`config.mk`:
```
export PLATFORM = sky130hd
export DESIGN_NAME = quoted_field_tokenizer_core
export DESIGN_NICKNAME = d
export VERILOG_FILES = /design/src/qft_pkg.sv /design/src/quoted_field_tokenizer_core.sv /design/src/qft_front.sv /design/src/qft_queue.sv /design/src/qft_back.sv
export SDC_FILE = /design/constraint.sdc
export NUM_CORES = 1
export LEC_CHECK = 0
export BUFFER_PORTS_ARGS = -buffer_cell sky130_fd_sc_hd__buf_2
export CAP_MARGIN = 30
export CORE_MARGIN = 1
export CORE_UTILIZATION = 56
export CTS_CLUSTER_DIAMETER = 50
export DETAILED_ROUTE_END_ITERATION = 10
export HOLD_SLACK_MARGIN = 0.05
export PLACE_DENSITY = 0.78
export SLEW_MARGIN = 20
export SYNTH_ARGS = -nofsm -noshare
export SYNTH_HDL_FRONTEND = slang
export SYNTH_SLANG_ARGS = --single-unit
```
`constraint.sdc`:
```
create_clock -name clock -period 4.2 [get_ports clock]
set_input_delay 0.84 -clock clock [delete_from_list [all_inputs] [get_ports clock]]
set_output_delay 0.84 -clock clock [all_outputs]
set_load 0.01 [all_outputs]
```
`src/qft_pkg.sv`:
```
// ----------------------------------------------------------------------------
// qft_pkg: shared types and constants of the quoted field tokenizer
// Configuration layout, the classified character that passes from the front
// end to the back end, and the limits of a line.
// ----------------------------------------------------------------------------
`default_nettype none

package qft_pkg;

   localparam int LINE_MAX    = 1024;
   localparam int TOKENS_MAX  = 64;

   // Kept characters per line are capped by the line maximum and by the 10-bit offsets.
   localparam int KEEP_CAP    = (LINE_MAX - 1 > 1023) ? 1023 : LINE_MAX - 1;
   localparam int TOK_CAP     = (TOKENS_MAX > 64) ? 64 : TOKENS_MAX;

   localparam int CHAR_W      = 16;
   localparam int POS_W       = 10;
   localparam int NUM_W       = 6;
   localparam int COUNT_W     = 7;
   localparam int LLIM_W      = 11;
   localparam int CSR_IDX_W   = 3;
   localparam int CSR_DATA_W  = 16;
   localparam int RSP_DATA_W  = 32;

   localparam logic [CHAR_W-1:0] QUOTE_CHAR = 16'h0022;

   localparam int QUEUE_DEPTH = 2;
   localparam int QPTR_W      = (QUEUE_DEPTH > 1) ? $clog2(QUEUE_DEPTH) : 1;
   localparam int QCNT_W      = $clog2(QUEUE_DEPTH + 1);

   typedef enum logic [CSR_IDX_W-1:0] {
      CSR_DELIM_A     = 3'd0,
      CSR_DELIM_B     = 3'd1,
      CSR_DELIM_C     = 3'd2,
      CSR_DELIM_D     = 3'd3,
      CSR_DELIM_COUNT = 3'd4,
      CSR_SKIP_EMPTY  = 3'd5,
      CSR_LINE_LIMIT  = 3'd6,
      CSR_TOKEN_LIMIT = 3'd7
   } csr_index_type;

   typedef struct packed {
      logic [CHAR_W-1:0]  delim_a;
      logic [CHAR_W-1:0]  delim_b;
      logic [CHAR_W-1:0]  delim_c;
      logic [CHAR_W-1:0]  delim_d;
      logic [2:0]         delim_count;
      logic               skip_empty;
      logic [LLIM_W-1:0]  line_limit;
      logic [COUNT_W-1:0] token_limit;
   } cfg_type;

   // One character after classification; the code itself is no longer needed.
   typedef struct packed {
      logic is_quote;
      logic is_delim;
      logic line_end;
   } item_type;

endpackage

`default_nettype wire

```
`src/quoted_field_tokenizer_core.sv`:
```
// ----------------------------------------------------------------------------
// quoted_field_tokenizer_core: delimiter tokenizer with quoted fields
// Characters enter on the req_ stream, one per transfer, with tlast on the
// last character of a line. Each token leaves on the rsp_ stream as start
// offset, length and token number in tdata; tlast marks the result that
// closes the line and tuser flags that tokens past the limit were dropped.
// Every line yields exactly one result with tlast set.
// A character is taken every cycle while the queue has room. It passes the front end's delimiter
// compares into a two-entry queue; the back end applies it to the line state
// in the cycle after its transfer at the earliest and registers any result
// in the output register that drives rsp_tvalid, rsp_tdata, rsp_tlast and rsp_tuser.
// A stalled receiver holds the output register; the queue then fills and
// req_tready drops once it holds two characters.
// Reset clears all line state and loads the register defaults: delimiters
// space and newline, empty tokens kept, full line and token limits.
// The user must write registers over csr_ only while idle; the block does not enforce it.
// ----------------------------------------------------------------------------
`default_nettype none

module quoted_field_tokenizer_core
   import qft_pkg::*;
(
   input  wire logic                   clock,
   input  wire logic                   reset,
   input  wire logic                   csr_we,
   input  wire logic [CSR_IDX_W-1:0]   csr_index,
   input  wire logic [CSR_DATA_W-1:0]  csr_wdata,
   input  wire logic                   req_tvalid,
   output logic                        req_tready,
   input  wire logic [CHAR_W-1:0]      req_tdata,   // [15:0] char_code
   input  wire logic                   req_tlast,   // line_end
   output logic                        rsp_tvalid,
   input  wire logic                   rsp_tready,
   output logic [RSP_DATA_W-1:0]       rsp_tdata,   // [9:0] token_start, [19:10] token_length,
                                                    // [25:20] token_number, [31:26] zero
   output logic                        rsp_tlast,   // line_done
   output logic                        rsp_tuser    // too_many
);

   cfg_type  cfg_ff;
   cfg_type  cfg_in;
   logic     push_valid;
   logic     push_ready;
   item_type push_item;
   logic     pop_valid;
   logic     pop_ready;
   item_type pop_item;

   always_comb begin
      cfg_in = cfg_ff;
      if (csr_we) begin
         unique case (csr_index_type'(csr_index))
            CSR_DELIM_A:     cfg_in.delim_a     = csr_wdata;
            CSR_DELIM_B:     cfg_in.delim_b     = csr_wdata;
            CSR_DELIM_C:     cfg_in.delim_c     = csr_wdata;
            CSR_DELIM_D:     cfg_in.delim_d     = csr_wdata;
            CSR_DELIM_COUNT: cfg_in.delim_count = csr_wdata[2:0];
            CSR_SKIP_EMPTY:  cfg_in.skip_empty  = csr_wdata[0];
            CSR_LINE_LIMIT:  cfg_in.line_limit  = csr_wdata[LLIM_W-1:0];
            CSR_TOKEN_LIMIT: cfg_in.token_limit = csr_wdata[COUNT_W-1:0];
            default:         cfg_in = cfg_ff;
         endcase
      end
   end

   always_ff @(posedge clock) begin
      if (reset) begin
         cfg_ff.delim_a     <= 16'd32;
         cfg_ff.delim_b     <= 16'd10;
         cfg_ff.delim_c     <= 16'd0;
         cfg_ff.delim_d     <= 16'd0;
         cfg_ff.delim_count <= 3'd2;
         cfg_ff.skip_empty  <= 1'b0;
         cfg_ff.line_limit  <= LLIM_W'(LINE_MAX);
         cfg_ff.token_limit <= COUNT_W'(TOKENS_MAX);
      end else begin
         cfg_ff <= cfg_in;
      end
   end

   qft_front u_front (
      .clock      (clock),
      .reset      (reset),
      .cfg        (cfg_ff),
      .req_tvalid (req_tvalid),
      .req_tready (req_tready),
      .req_tdata  (req_tdata),
      .req_tlast  (req_tlast),
      .push_valid (push_valid),
      .push_item  (push_item),
      .push_ready (push_ready)
   );

   qft_queue u_queue (
      .clock      (clock),
      .reset      (reset),
      .push_valid (push_valid),
      .push_ready (push_ready),
      .push_item  (push_item),
      .pop_valid  (pop_valid),
      .pop_ready  (pop_ready),
      .pop_item   (pop_item)
   );

   qft_back u_back (
      .clock      (clock),
      .reset      (reset),
      .cfg        (cfg_ff),
      .pop_valid  (pop_valid),
      .pop_ready  (pop_ready),
      .pop_item   (pop_item),
      .rsp_tvalid (rsp_tvalid),
      .rsp_tready (rsp_tready),
      .rsp_tdata  (rsp_tdata),
      .rsp_tlast  (rsp_tlast),
      .rsp_tuser  (rsp_tuser)
   );

endmodule

`default_nettype wire

```
`src/qft_front.sv`:
```
// ----------------------------------------------------------------------------
// qft_front: input stage of the quoted field tokenizer
// Accepts characters and classifies each as quote, active delimiter or other.
// ----------------------------------------------------------------------------
`default_nettype none

module qft_front
   import qft_pkg::*;
(
   input  wire logic               clock,
   input  wire logic               reset,
   input  wire cfg_type            cfg,
   input  wire logic               req_tvalid,
   output logic                    req_tready,
   input  wire logic [CHAR_W-1:0]  req_tdata,   // [15:0] char_code
   input  wire logic               req_tlast,   // line_end
   output logic                    push_valid,
   output item_type                push_item,
   input  wire logic               push_ready
);

   logic is_quote;
   logic match;
   logic seen_ff;
   logic seen_in;

   assign is_quote = (req_tdata == QUOTE_CHAR);

   // A delimiter count above four enables all four registers.
   assign match = ((cfg.delim_count != 3'd0) && (req_tdata == cfg.delim_a)) ||
                  ((cfg.delim_count >= 3'd2) && (req_tdata == cfg.delim_b)) ||
                  ((cfg.delim_count >= 3'd3) && (req_tdata == cfg.delim_c)) ||
                  ((cfg.delim_count >= 3'd4) && (req_tdata == cfg.delim_d));

   assign req_tready          = push_ready;
   assign push_valid          = req_tvalid;
   assign push_item.is_quote  = is_quote;
   // A quote toggles quote mode, so it never acts as a delimiter.
   assign push_item.is_delim  = match && !is_quote;
   assign push_item.line_end  = req_tlast;

   // Tracks whether the current line has had a transfer yet.
   assign seen_in = (req_tvalid && req_tready) ? !req_tlast : seen_ff;

   always_ff @(posedge clock) begin
      if (reset) begin
         seen_ff <= 1'b0;
      end else begin
         seen_ff <= seen_in;
      end
   end

   assert property (@(posedge clock) disable iff (reset)
      (req_tvalid && req_tready && req_tlast) |=> !seen_ff)
      else $error("line tracking not cleared after line end");

   assert property (@(posedge clock) disable iff (reset)
      (req_tvalid && req_tready) |-> (push_valid && push_ready))
      else $error("accepted character not pushed to queue");

   assert property (@(posedge clock) disable iff (reset)
      push_item.is_delim |-> !push_item.is_quote)
      else $error("quote classified as delimiter");

endmodule

`default_nettype wire

```
`src/qft_queue.sv`:
```
// ----------------------------------------------------------------------------
// qft_queue: short queue between front and back end
// Holds classified characters so that each side can stall on its own.
// ----------------------------------------------------------------------------
`default_nettype none

module qft_queue
   import qft_pkg::*;
(
   input  wire logic     clock,
   input  wire logic     reset,
   input  wire logic     push_valid,
   output logic          push_ready,
   input  wire item_type push_item,
   output logic          pop_valid,
   input  wire logic     pop_ready,
   output item_type      pop_item
);

   item_type              mem_ff [QUEUE_DEPTH];
   logic [QPTR_W-1:0]     wr_ptr_ff;
   logic [QPTR_W-1:0]     wr_ptr_in;
   logic [QPTR_W-1:0]     rd_ptr_ff;
   logic [QPTR_W-1:0]     rd_ptr_in;
   logic [QCNT_W-1:0]     count_ff;
   logic [QCNT_W-1:0]     count_in;
   logic                  do_push;
   logic                  do_pop;

   assign push_ready = (count_ff != QCNT_W'(QUEUE_DEPTH));
   assign pop_valid  = (count_ff != '0);
   assign pop_item   = mem_ff[rd_ptr_ff];
   assign do_push    = push_valid && push_ready;
   assign do_pop     = pop_valid && pop_ready;

   always_comb begin
      wr_ptr_in = wr_ptr_ff;
      rd_ptr_in = rd_ptr_ff;
      if (do_push) begin
         wr_ptr_in = (wr_ptr_ff == QPTR_W'(QUEUE_DEPTH - 1)) ? '0 : wr_ptr_ff + 1'b1;
      end
      if (do_pop) begin
         rd_ptr_in = (rd_ptr_ff == QPTR_W'(QUEUE_DEPTH - 1)) ? '0 : rd_ptr_ff + 1'b1;
      end
      unique case ({do_push, do_pop})
         2'b10:   count_in = count_ff + 1'b1;
         2'b01:   count_in = count_ff - 1'b1;
         default: count_in = count_ff;
      endcase
   end

   always_ff @(posedge clock) begin
      if (do_push) begin
         mem_ff[wr_ptr_ff] <= push_item;
      end
   end

   always_ff @(posedge clock) begin
      if (reset) begin
         wr_ptr_ff <= '0;
         rd_ptr_ff <= '0;
         count_ff  <= '0;
      end else begin
         wr_ptr_ff <= wr_ptr_in;
         rd_ptr_ff <= rd_ptr_in;
         count_ff  <= count_in;
      end
   end

endmodule

`default_nettype wire

```
`src/qft_back.sv`:
```
// ----------------------------------------------------------------------------
// qft_back: tokenizing back end
// Runs the per-line token state on classified characters and holds one
// result in an output register.
// ----------------------------------------------------------------------------
`default_nettype none

module qft_back
   import qft_pkg::*;
(
   input  wire logic                   clock,
   input  wire logic                   reset,
   input  wire cfg_type                cfg,
   input  wire logic                   pop_valid,
   output logic                        pop_ready,
   input  wire item_type               pop_item,
   output logic                        rsp_tvalid,
   input  wire logic                   rsp_tready,
   output logic [RSP_DATA_W-1:0]       rsp_tdata,   // [9:0] token_start, [19:10] token_length,
                                                    // [25:20] token_number, [31:26] zero
   output logic                        rsp_tlast,   // line_done
   output logic                        rsp_tuser    // too_many
);

   logic [POS_W-1:0]   position_ff,    position_in;
   logic [POS_W-1:0]   token_begin_ff, token_begin_in;
   logic               quoted_ff,      quoted_in;
   logic               swq_ff,         swq_in;
   logic [POS_W-1:0]   strip_end_ff,   strip_end_in;
   logic               strip_pend_ff,  strip_pend_in;
   logic [COUNT_W-1:0] token_count_ff, token_count_in;
   logic               overflowed_ff,  overflowed_in;

   logic               out_valid_ff,   out_valid_in;
   logic [POS_W-1:0]   out_start_ff,   out_start_in;
   logic [POS_W-1:0]   out_length_ff,  out_length_in;
   logic [NUM_W-1:0]   out_number_ff,  out_number_in;
   logic               out_last_ff,    out_last_in;
   logic               out_many_ff,    out_many_in;

   logic [POS_W-1:0]   keep;
   logic [LLIM_W-1:0]  limit_m1;
   logic [COUNT_W-1:0] tok_lim;
   logic               step;

   assign limit_m1 = cfg.line_limit - 1'b1;

   always_comb begin
      if ((cfg.line_limit == '0) || (limit_m1 > LLIM_W'(KEEP_CAP))) begin
         keep = POS_W'(KEEP_CAP);
      end else begin
         keep = limit_m1[POS_W-1:0];
      end
      if ((cfg.token_limit == '0) || (cfg.token_limit > COUNT_W'(TOK_CAP))) begin
         tok_lim = COUNT_W'(TOK_CAP);
      end else begin
         tok_lim = cfg.token_limit;
      end
   end

   assign pop_ready = !out_valid_ff || rsp_tready;
   assign step      = pop_valid && pop_ready;

   always_comb begin
      logic             last;
      logic             handled;
      logic             final_done;
      logic             emit_req;
      logic             emit_ok;
      logic [POS_W-1:0] emit_start;
      logic [POS_W-1:0] emit_len;
      logic [POS_W-1:0] pos;

      position_in    = position_ff;
      token_begin_in = token_begin_ff;
      quoted_in      = quoted_ff;
      swq_in         = swq_ff;
      strip_end_in   = strip_end_ff;
      strip_pend_in  = strip_pend_ff;
      token_count_in = token_count_ff;
      overflowed_in  = overflowed_ff;

      out_valid_in   = out_valid_ff && !rsp_tready;
      out_start_in   = out_start_ff;
      out_length_in  = out_length_ff;
      out_number_in  = out_number_ff;
      out_last_in    = out_last_ff;
      out_many_in    = out_many_ff;

      pos        = position_ff;
      last       = 1'b0;
      handled    = 1'b0;
      final_done = 1'b0;
      emit_req   = 1'b0;
      emit_ok    = 1'b0;
      emit_start = '0;
      emit_len   = '0;

      if (step) begin
         // Characters past the kept length only wait for the line end.
         if (pos < keep) begin
            last = pop_item.line_end || (pos + 1'b1 == keep);

            if (strip_pend_ff) begin
               strip_pend_in = 1'b0;
               if (pop_item.is_delim) begin
                  emit_req       = 1'b1;
                  emit_start     = token_begin_ff + 1'b1;
                  emit_len       = strip_end_ff - token_begin_ff - 1'b1;
                  token_begin_in = pos + 1'b1;
                  swq_in         = 1'b0;
                  handled        = 1'b1;
               end
            end

            if (!handled) begin
               if (quoted_ff) begin
                  if (pop_item.is_quote) begin
                     quoted_in = 1'b0;
                     if (swq_ff) begin
                        if (last) begin
                           emit_req   = 1'b1;
                           emit_start = token_begin_ff + 1'b1;
                           emit_len   = pos - token_begin_ff - 1'b1;
                           final_done = 1'b1;
                        end else begin
                           // Strip only if a delimiter follows the closing quote.
                           strip_pend_in = 1'b1;
                           strip_end_in  = pos;
                        end
                     end
                  end
               end else if (pop_item.is_quote) begin
                  quoted_in = 1'b1;
                  if (pos == token_begin_ff) begin
                     swq_in = 1'b1;
                  end
               end else if (pop_item.is_delim) begin
                  if ((pos != token_begin_ff) || !cfg.skip_empty) begin
                     emit_req   = 1'b1;
                     emit_start = token_begin_ff;
                     emit_len   = pos - token_begin_ff;
                  end
                  token_begin_in = pos + 1'b1;
                  swq_in         = 1'b0;
               end
            end

            position_in = pos + 1'b1;
            if (last && !final_done && (position_in != token_begin_in)) begin
               emit_req   = 1'b1;
               emit_start = token_begin_in;
               emit_len   = position_in - token_begin_in;
            end
            if (last) begin
               strip_pend_in = 1'b0;
            end
         end

         if (emit_req) begin
            if (token_count_ff >= tok_lim) begin
               overflowed_in = 1'b1;
            end else begin
               emit_ok        = 1'b1;
               token_count_in = token_count_ff + 1'b1;
            end
         end

         if (emit_ok) begin
            out_valid_in  = 1'b1;
            out_start_in  = emit_start;
            out_length_in = emit_len;
            out_number_in = token_count_ff[NUM_W-1:0];
            out_last_in   = pop_item.line_end;
            out_many_in   = overflowed_in;
         end else if (pop_item.line_end) begin
            // End-of-line marker when no token result is emitted on the last character.
            out_valid_in  = 1'b1;
            out_start_in  = position_in;
            out_length_in = '0;
            out_number_in = (token_count_ff > COUNT_W'(63)) ? {NUM_W{1'b1}}
                                                           : token_count_ff[NUM_W-1:0];
            out_last_in   = 1'b1;
            out_many_in   = overflowed_in;
         end

         if (pop_item.line_end) begin
            position_in    = '0;
            token_begin_in = '0;
            quoted_in      = 1'b0;
            swq_in         = 1'b0;
            strip_end_in   = '0;
            strip_pend_in  = 1'b0;
            token_count_in = '0;
            overflowed_in  = 1'b0;
         end
      end
   end

   always_ff @(posedge clock) begin
      if (reset) begin
         position_ff    <= '0;
         token_begin_ff <= '0;
         quoted_ff      <= 1'b0;
         swq_ff         <= 1'b0;
         strip_end_ff   <= '0;
         strip_pend_ff  <= 1'b0;
         token_count_ff <= '0;
         overflowed_ff  <= 1'b0;
         out_valid_ff   <= 1'b0;
      end else begin
         position_ff    <= position_in;
         token_begin_ff <= token_begin_in;
         quoted_ff      <= quoted_in;
         swq_ff         <= swq_in;
         strip_end_ff   <= strip_end_in;
         strip_pend_ff  <= strip_pend_in;
         token_count_ff <= token_count_in;
         overflowed_ff  <= overflowed_in;
         out_valid_ff   <= out_valid_in;
      end
   end

   always_ff @(posedge clock) begin
      out_start_ff  <= out_start_in;
      out_length_ff <= out_length_in;
      out_number_ff <= out_number_in;
      out_last_ff   <= out_last_in;
      out_many_ff   <= out_many_in;
   end

   assign rsp_tvalid = out_valid_ff;
   assign rsp_tdata  = {{(RSP_DATA_W - 2*POS_W - NUM_W){1'b0}},
                        out_number_ff, out_length_ff, out_start_ff};
   assign rsp_tlast  = out_last_ff;
   assign rsp_tuser  = out_many_ff;

   assert property (@(posedge clock) disable iff (reset)
      (step && pop_item.line_end) |=>
         (position_ff == '0) && (token_count_ff == '0) && !overflowed_ff && !quoted_ff)
      else $error("line state not cleared after line end");

   assert property (@(posedge clock) disable iff (reset)
      (step && pop_item.line_end) |=> (out_valid_ff && out_last_ff))
      else $error("line end produced no closing result");

   assert property (@(posedge clock) disable iff (reset)
      strip_pend_ff |-> (!quoted_ff && swq_ff))
      else $error("strip pending outside a closed quoted token");

   assert property (@(posedge clock) disable iff (reset)
      token_begin_ff <= position_ff)
      else $error("token begins past current position");

endmodule

`default_nettype wire
```
==> metrics.md, run 1 <==
| Metric | Value |
|---|---|
| Status | `complete, but fails checks` |
| Failing checks | `negative setup slack` |
| Initial core utilization | `57.10%` |
| H-tree depth | `4` |
| Tcrit/Tclk final | `100.7%` |
| Most frequent cells in the layout | `nand2_1, dfxtp_1, a21oi_1` |
| Die area | `19630 µm²` |
| Max Slew Vio Count | `0` |
| Fmax | `0.2363 GHz` |
| Pleak | `4.882 nW` |
| Share of layout cells above drive strength 1 | `18.16%` |
| Switching Fraction | `38.32%` |
| NetSw | `2.326 mW` |
| Ys async rst share | `0%` |
| Antenna violations before repair | `0` |
| Die Width | `140.1 µm` |
| Clk slew on worst S/H paths | `0.08 ns` |
| Nets@finish | `1481` |
| Routed vias | `10260` |
| Ports | `77` |
| Post-Place Setup Slack | `-0.05201 ns` |
| Num CTS Buffers | `17` |
| EDFF count, synth | `34` |
| P_int | `3.744 mW` |
| Hold Crit Class | `flip-flop to flip-flop` |
| Crit path DAT | `4.51 ns` |
| Vias in the first global route | `9307` |
| # setup viols final | `1` |
| Hold Slack | `0.4687 ns` |
| Setup crit end kind | `flip-flop` |
| Area growth, synth to finish | `16.93%` |
| Clock sink count | `167` |
| Crit-path max FO | `5` |
| Data required, critical path | `4.48 ns` |
| Wire per inst | `19.34 µm` |
| Input/output buffers | `70` |
| RSZ-0062 raised after global routing | `true` |
| Final HPWL DP | `22.29 mm` |
| Final wirelength | `31.58 mm` |
| Clock skew after layout | `0.01097 ns` |
| First DRT Iteration DRCs | `924` |
| Hold Fails Final Rpt | `0` |
| First-pass GRT wire length | `48.93 mm` |
| Sequential share of the synthesized area | `34.49%` |
| Row cnt | `50` |
| Power Density | `486.0 nW/µm²` |
| Vias per cell | `6.285` |
| Core Area | `18710 µm²` |
| Crit start category | `flip-flop` |
| Worst Tran Pin Value | `0.8678 ns` |
| #FFs+latches synth | `167` |
| Ys flop type | `dfxtp_1` |
| CTS tree | `done` |
| Synth area leader | `dfxtp_1` |
| Setup ws final | `-0.03120 ns` |
| Relative slew slack | `41.93%` |
| Clock Power Share | `26.9%` |
| Comb power frac | `40.4%` |
| Syn Inst Count | `1287` |
| Sequential power share | `32.7%` |
| Library cells used by synthesis | `94` |
| WS Path Type | `flip-flop to flip-flop` |
| Synth Cell Area | `10680 µm²` |
| GPL Wtd Cong | `1.023` |
| GRT Resource Usage Total | `31.77%` |
| Grt ovf | `0` |
| Detailed Routing Iterations Pass 1 | `5` |
| Die Ht | `140.1 µm` |
| Largest net degree at the start of global routing | `67` |
| Final Critical Period | `4.231 ns` |
| Diode count | `0` |
| Synthesis Warnings | `0` |
| Synth top area cells | `dfxtp_1, edfxtp_1, nand2_1` |
| Drc violations | `0` |
| Detail Route Antenna Nets | `0` |
| Hold-fix buffers, CTS | `0` |
| Post-synth top area share | `24.93%` |
| Clk buf depth | `2` |
| Clk root buf | `clkbuf_16` |
| Max VDD drop | `0.0003152 V` |
| Commonest non-fill, non-tap cell in the layout | `nand2_1` |
| Worst-skew pair later-pin latency | `0.44 ns` |
| Syn_area_per_cell | `8.299 µm²` |
| Max-Cap Viols | `0` |
worst max-delay path, cell delays in order (launching register included):
cell and delay, ns:
dfxtp_2 0.32, inv_2 0.07, ha_4 0.15, or4b_4 0.50
a2bb2oi_4 0.17, o41ai_4 0.33, a41oi_2 0.19, nand2_1 0.11
ha_1 0.15, nor2b_1 0.05, o21a_1 0.16, o21a_1 0.16
o211ai_1 0.15, a21oi_1 0.09, o211ai_1 0.19, buf_4 0.15
and4b_2 0.29, a21oi_4 0.08, buf_6 0.14, o311ai_0 0.46
a31oi_1 0.16
logic make-up after synthesis:
kind of cell	count (synthesis)	synth area share (%)
compound gates	317	19.69
xor+xnor	129	10.95
fa+ha+maj	54	6.537
buf+inv	130	5.319
flops	167	34.49
mux	14	1.359
other cells	1	0.03511
simple gates	475	21.61
power groups by stage:
stage,combinational [mW],clock [mW],sequential (mW)
global placement,1.98,0,2.01
global route,2.61,1.71,2.00
finish,2.45,1.64,1.98
CTS,2.06,1.64,1.98
floorplan,1.36,0,2.08
detailed placement,2.01,0,2.02
flip-flops by register name (all words and copies together) (netlist names), named ones only:
register / flops
u_back.rsp_tlast: 1
u_back.out_number_ff: 6
u_back.overflowed_ff: 1
u_back.swq_ff: 1
u_queue.wr_ptr_ff: 1
u_back.rsp_tuser: 1
u_back.rsp_tvalid: 1
u_back.token_begin_ff: 10
u_back.strip_pend_ff: 1
u_back.quoted_ff: 1
u_back.out_start_ff: 10
u_back.position_ff: 10
u_queue.mem_ff: 6
u_back.strip_end_ff: 10
cfg_ff: 86
u_back.token_count_ff: 7
u_back.out_length_ff: 10
u_queue.rd_ptr_ff: 1
u_queue.count_ff: 2
per-stage QoR:
step / std cells / area (µm²) / power, mW / setup TNS, ns / utilization (%)
floorplan: 1292 / 10710 / 3.436 / 0 / -
global placement: 1582 / 11500 / 3.997 / 0 / 61.50
detailed placement: 1582 / 11500 / 4.027 / -0.4708 / 61.50
CTS: 1616 / 12140 / 5.676 / 0 / 64.92
global route: 1633 / 12490 / 6.316 / -4.566 / 66.76
finish: 1633 / 12490 / 6.070 / -0.03120 / 66.76
synthesized netlist by cell type, drive strengths merged (3+ instances only):
| cell | n |
|---|---|
| a21oi | 129 |
| xnor2 | 82 |
| nand3b | 7 |
| a21o | 19 |
| o2111ai | 3 |
| inv | 44 |
| xor2 | 46 |
| or4b | 3 |
| o41ai | 3 |
| nand2b | 23 |
| nand4 | 19 |
| o311ai | 3 |
| ha | 51 |
| or3 | 7 |
| nor2 | 79 |
| a211oi | 17 |
| mux2i | 10 |
| buf | 30 |
| nand2 | 214 |
| dfxtp | 133 |
| fa | 3 |
| nor2b | 12 |
| or4 | 7 |
| o211ai | 10 |
| o31ai | 9 |
| nor4 | 17 |
| clkbuf | 55 |
| and2 | 9 |
| o21ai | 38 |
| and3 | 8 |
| a22o | 10 |
| nor3 | 24 |
| o21a | 7 |
| nand3 | 28 |
| a31oi | 12 |
| a221oi | 3 |
| a2111oi | 3 |
| or2 | 5 |
| edfxtp | 34 |
| a22oi | 22 |
| a32oi | 3 |
| nor4b | 5 |
| mux2 | 4 |
what timing repair did:
item,4_1_cts,5_1_grt
buffers inserted,1,11
endpoints found under the setup margin,55,92
gates resized for setup,3,48
gates cloned,1,6
pin swaps,2,17
path summary, 6_finish.rpt:
path,startpoint,end,slack (ns),depth (start not counted)
min reg2reg,cfg_ff[23],cfg_ff[23],0.47,2
min,cfg_ff[23],cfg_ff[23],0.47,2
max,cfg_ff[8],u_back.token_count_ff[6],-0.03,20
max reg2reg,cfg_ff[8],u_back.token_count_ff[6],-0.03,20
per-layer routing:
layer | global-route usage (%) | part of all wire, %
met1 | 40.01 | 41
met3 | 6.154 | 8.5
met5 | 0 | 0
met4 | 14.57 | 4.6
met2 | 52.61 | 46
cell type report:
| class | instances | area (µm²) |
|---|---|---|
| repair inverters | 2 | 27.53 |
| inverters | 45 | 181.4 |
| clock buffers | 18 | 429.2 |
| repair buffers | 157 | 1079 |
| well taps | 234 | 292.8 |
| flip-flops and latches | 167 | 3686 |
| multi-input cells | 996 | 6610 |
| clock inverters | 14 | 182.7 |
| fillers | 1484 | 6217 |
No activity file was read; power rests on OpenSTA's default activity.
==> run 2: changes to the inputs <==
--- a/config.mk
+++ b/config.mk
@@ -8,11 +8,11 @@
 export BUFFER_PORTS_ARGS = -buffer_cell sky130_fd_sc_hd__buf_2
 export CAP_MARGIN = 30
 export CORE_MARGIN = 1
-export CORE_UTILIZATION = 56
+export CORE_UTILIZATION = 45
 export CTS_CLUSTER_DIAMETER = 50
 export DETAILED_ROUTE_END_ITERATION = 10
 export HOLD_SLACK_MARGIN = 0.05
-export PLACE_DENSITY = 0.78
+export RECOVER_POWER = 25
 export SLEW_MARGIN = 20
 export SYNTH_ARGS = -nofsm -noshare
 export SYNTH_HDL_FRONTEND = slang
==> run 2 against run 1 <==
  * The run still ends with negative setup slack left
  * Register-to-register slack gained 0.03 ns
  * Utilization is 12 points lower
  * Design area increased by 2.1%
  * Sequential power hardly changed
  * Clock-buffer cell count is 1 lower
  * First-iteration DRC count fell by 25%
==> metrics.md, run 2 (synthesis results as in run 1) <==
| Metric | Value |
|---|---|
| Hold Fails Final Rpt | `0` |
| CTS tree | `done` |
| Ports | `77` |
| Clock skew after layout | `0.01690 ns` |
| Relative slew slack | `16.22%` |
| Diode count | `0` |
| Initial core utilization | `45.64%` |
| Num CTS Buffers | `17` |
| Worst Tran Pin Value | `1.257 ns` |
| Detailed Routing Iterations Pass 1 | `6` |
| Vias per cell | `5.722` |
| Hold Crit Class | `flip-flop to flip-flop` |
| Power Density | `484.9 nW/µm²` |
| Data required, critical path | `4.39 ns` |
| Clock sink count | `167` |
| Die area | `24350 µm²` |
| Input/output buffers | `70` |
| Clk root buf | `clkbuf_16` |
| Max-Cap Viols | `0` |
| Hold-fix buffers, CTS | `0` |
| Register name with the most flops | `cfg_ff` |
| Tcrit/Tclk final | `100.0%` |
| Failing checks | `negative setup slack` |
| Post-Place Cells | `1668` |
| Crit-path max cell delay | `0.55 ns` |
| Vias in the first global route | `9212` |
| Routed vias | `9836` |
| Setup crit end kind | `flip-flop` |
| Fmax | `0.2380 GHz` |
| Drc violations | `0` |
| CP Buf/Inv Count | `3` |
| Area growth, synth to finish | `19.41%` |
| # setup viols final | `1` |
| Largest net degree at the start of global routing | `78` |
| Finished Core Util | `54.50%` |
| Finished Layout Cells | `1719` |
| Post-Place Setup Slack | `-0.1099 ns` |
| Max reg flops | `86` |
| Final wirelength | `33.17 mm` |
| First DRT Iteration DRCs | `696` |
| First-pass GRT wire length | `50.98 mm` |
| Detail Route Antenna Nets | `0` |
| Final HPWL DP | `23.65 mm` |
| Crit path cell chain | `buf_6 > or4_4 > o211ai_1 > o41ai_4 > a41oi_2 > nand2_1 > ha_2 > nor2b_1 > o21a_1 > o21a_1 > o211ai_1 > a21oi_1 > o211ai_1 > buf_4 > and4b_4 > a21oi_4 > buf_6 > mux2i_2 > o21ai_1` |
| R2R cell count | `19` |
| Seq. cell area | `3686 µm²` |
| GPL Wtd Cong | `0.9710` |
| CP dominant cell by count | `o211ai_1` |
| Crit path DAT | `4.39 ns` |
| Core Area | `23400 µm²` |
| Worst path top cell family by delay | `compound AO/OA/AOI/OAI gates` |
| WS Path Type | `flip-flop to flip-flop` |
| Grt ovf | `0` |
| Critical path's slowest cell | `or4_4` |
| Setup ws final | `-0.001581 ns` |
| Die Ht | `156.1 µm` |
| Share of layout cells above drive strength 1 | `19.29%` |
| GRT Resource Usage Total | `27.19%` |
| Crit start category | `flip-flop` |
| Row cnt | `56` |
| Footprint of the multi-input gates | `6792 µm²` |
| Setup TNS | `-0.001581 ns` |
| Most frequent cells in the layout | `nand2_1, dfxtp_1, a21oi_1` |
| Max VDD drop | `0.0003365 V` |
| Wire per inst | `19.29 µm` |
| Critical Path Stages | `19` |
| Fillers | `2240` |
| Nets@finish | `1482` |
| RSZ-0062 raised after global routing | `true` |
| H-tree depth | `4` |
| Hold depth | `2` |
| Clk buf depth | `2` |
| Max Slew Vio Count | `0` |
| Final Critical Period | `4.202 ns` |
| Worst-skew pair later-pin latency | `0.45 ns` |
| Die Width | `156.1 µm` |
| Crit-path max FO | `7` |
| Clk slew on worst S/H paths | `0.08 ns` |
| Status | `complete, but fails checks` |
| Antenna violations before repair | `0` |
| Commonest non-fill, non-tap cell in the layout | `nand2_1` |
| Pleak | `4.893 nW` |
## run 2: cell count changes in the layout (fill, tap and decap cells not counted), moves of 4 or more
cell	previous run	this run
o21ai_0	34	29
a21oi_4	2	6
o21ai_1	3	8
buf_2	71	67
buf_6	6	10
buf_4	76	71
a21oi_1	120	116
## run 2: stage by stage
step / power, mW / cell area [µm²] / hold WS (ns)
floorplan: 3.436 / 10710 / 0.4438
global placement: 4.084 / 11620 / 0.4497
detailed placement: 4.081 / 11630 / 0.4571
CTS: 5.696 / 12260 / 0.4693
global route: 6.478 / 12750 / 0.4870
finish: 6.184 / 12750 / 0.4687
## run 2: layout make-up
cell class | instances | share of cell area (%)
clock buffers | 17 | 3.336
clock inverters | 15 | 1.226
inverters | 45 | 1.423
multi-input cells | 998 | 53.25
flip-flops and latches | 167 | 28.90
well taps | 319 | 3.130
repair buffers | 156 | 8.516
repair inverters | 2 | 0.2158
## run 2: layer usage
metal  wire length (µm)  global-route usage [%]  share of wire (%)  vias to the layer above
li1                   -                       -                  -                     4743
met1              14370                   35.94                 43                     4611
met2              15540                   44.13                 47                      390
met3               2080                   4.361                6.3                       92
met4               1175                   10.88                3.5                        0
met5                  0                       0                  0                        -
## run 2: tightest hold or removal path, delay by kind of cell (launching register included)
family / cells / cell delay [ns]
DFF: 1 / 0.32
AOI/OAI and AO/OA: 1 / 0.05
and+or+nand+nor: 1 / 0.05
## run 2: worst paths after layout
check                                         endpoint  slack, ns       start
worst max-delay path            u_back.out_start_ff[7]     -0.002   cfg_ff[8]
worst min-delay path                        cfg_ff[52]       0.47  cfg_ff[52]
worst max register to register  u_back.out_start_ff[7]     -0.002   cfg_ff[8]
worst min register to register              cfg_ff[52]       0.47  cfg_ff[52]
## run 2: where the power goes
part,total [mW],internal (mW),switching (mW)
logic,2.63,1.05,1.58
clock network,1.58,0.793,0.783
registers,1.98,1.90,0.0808
## run 2: timing repair
action	4_1_cts	5_1_grt
setup endpoints to repair	69	96
setup buffers	2	7
pin swaps	2	23
cloned	2	7
gates resized for setup	2	90
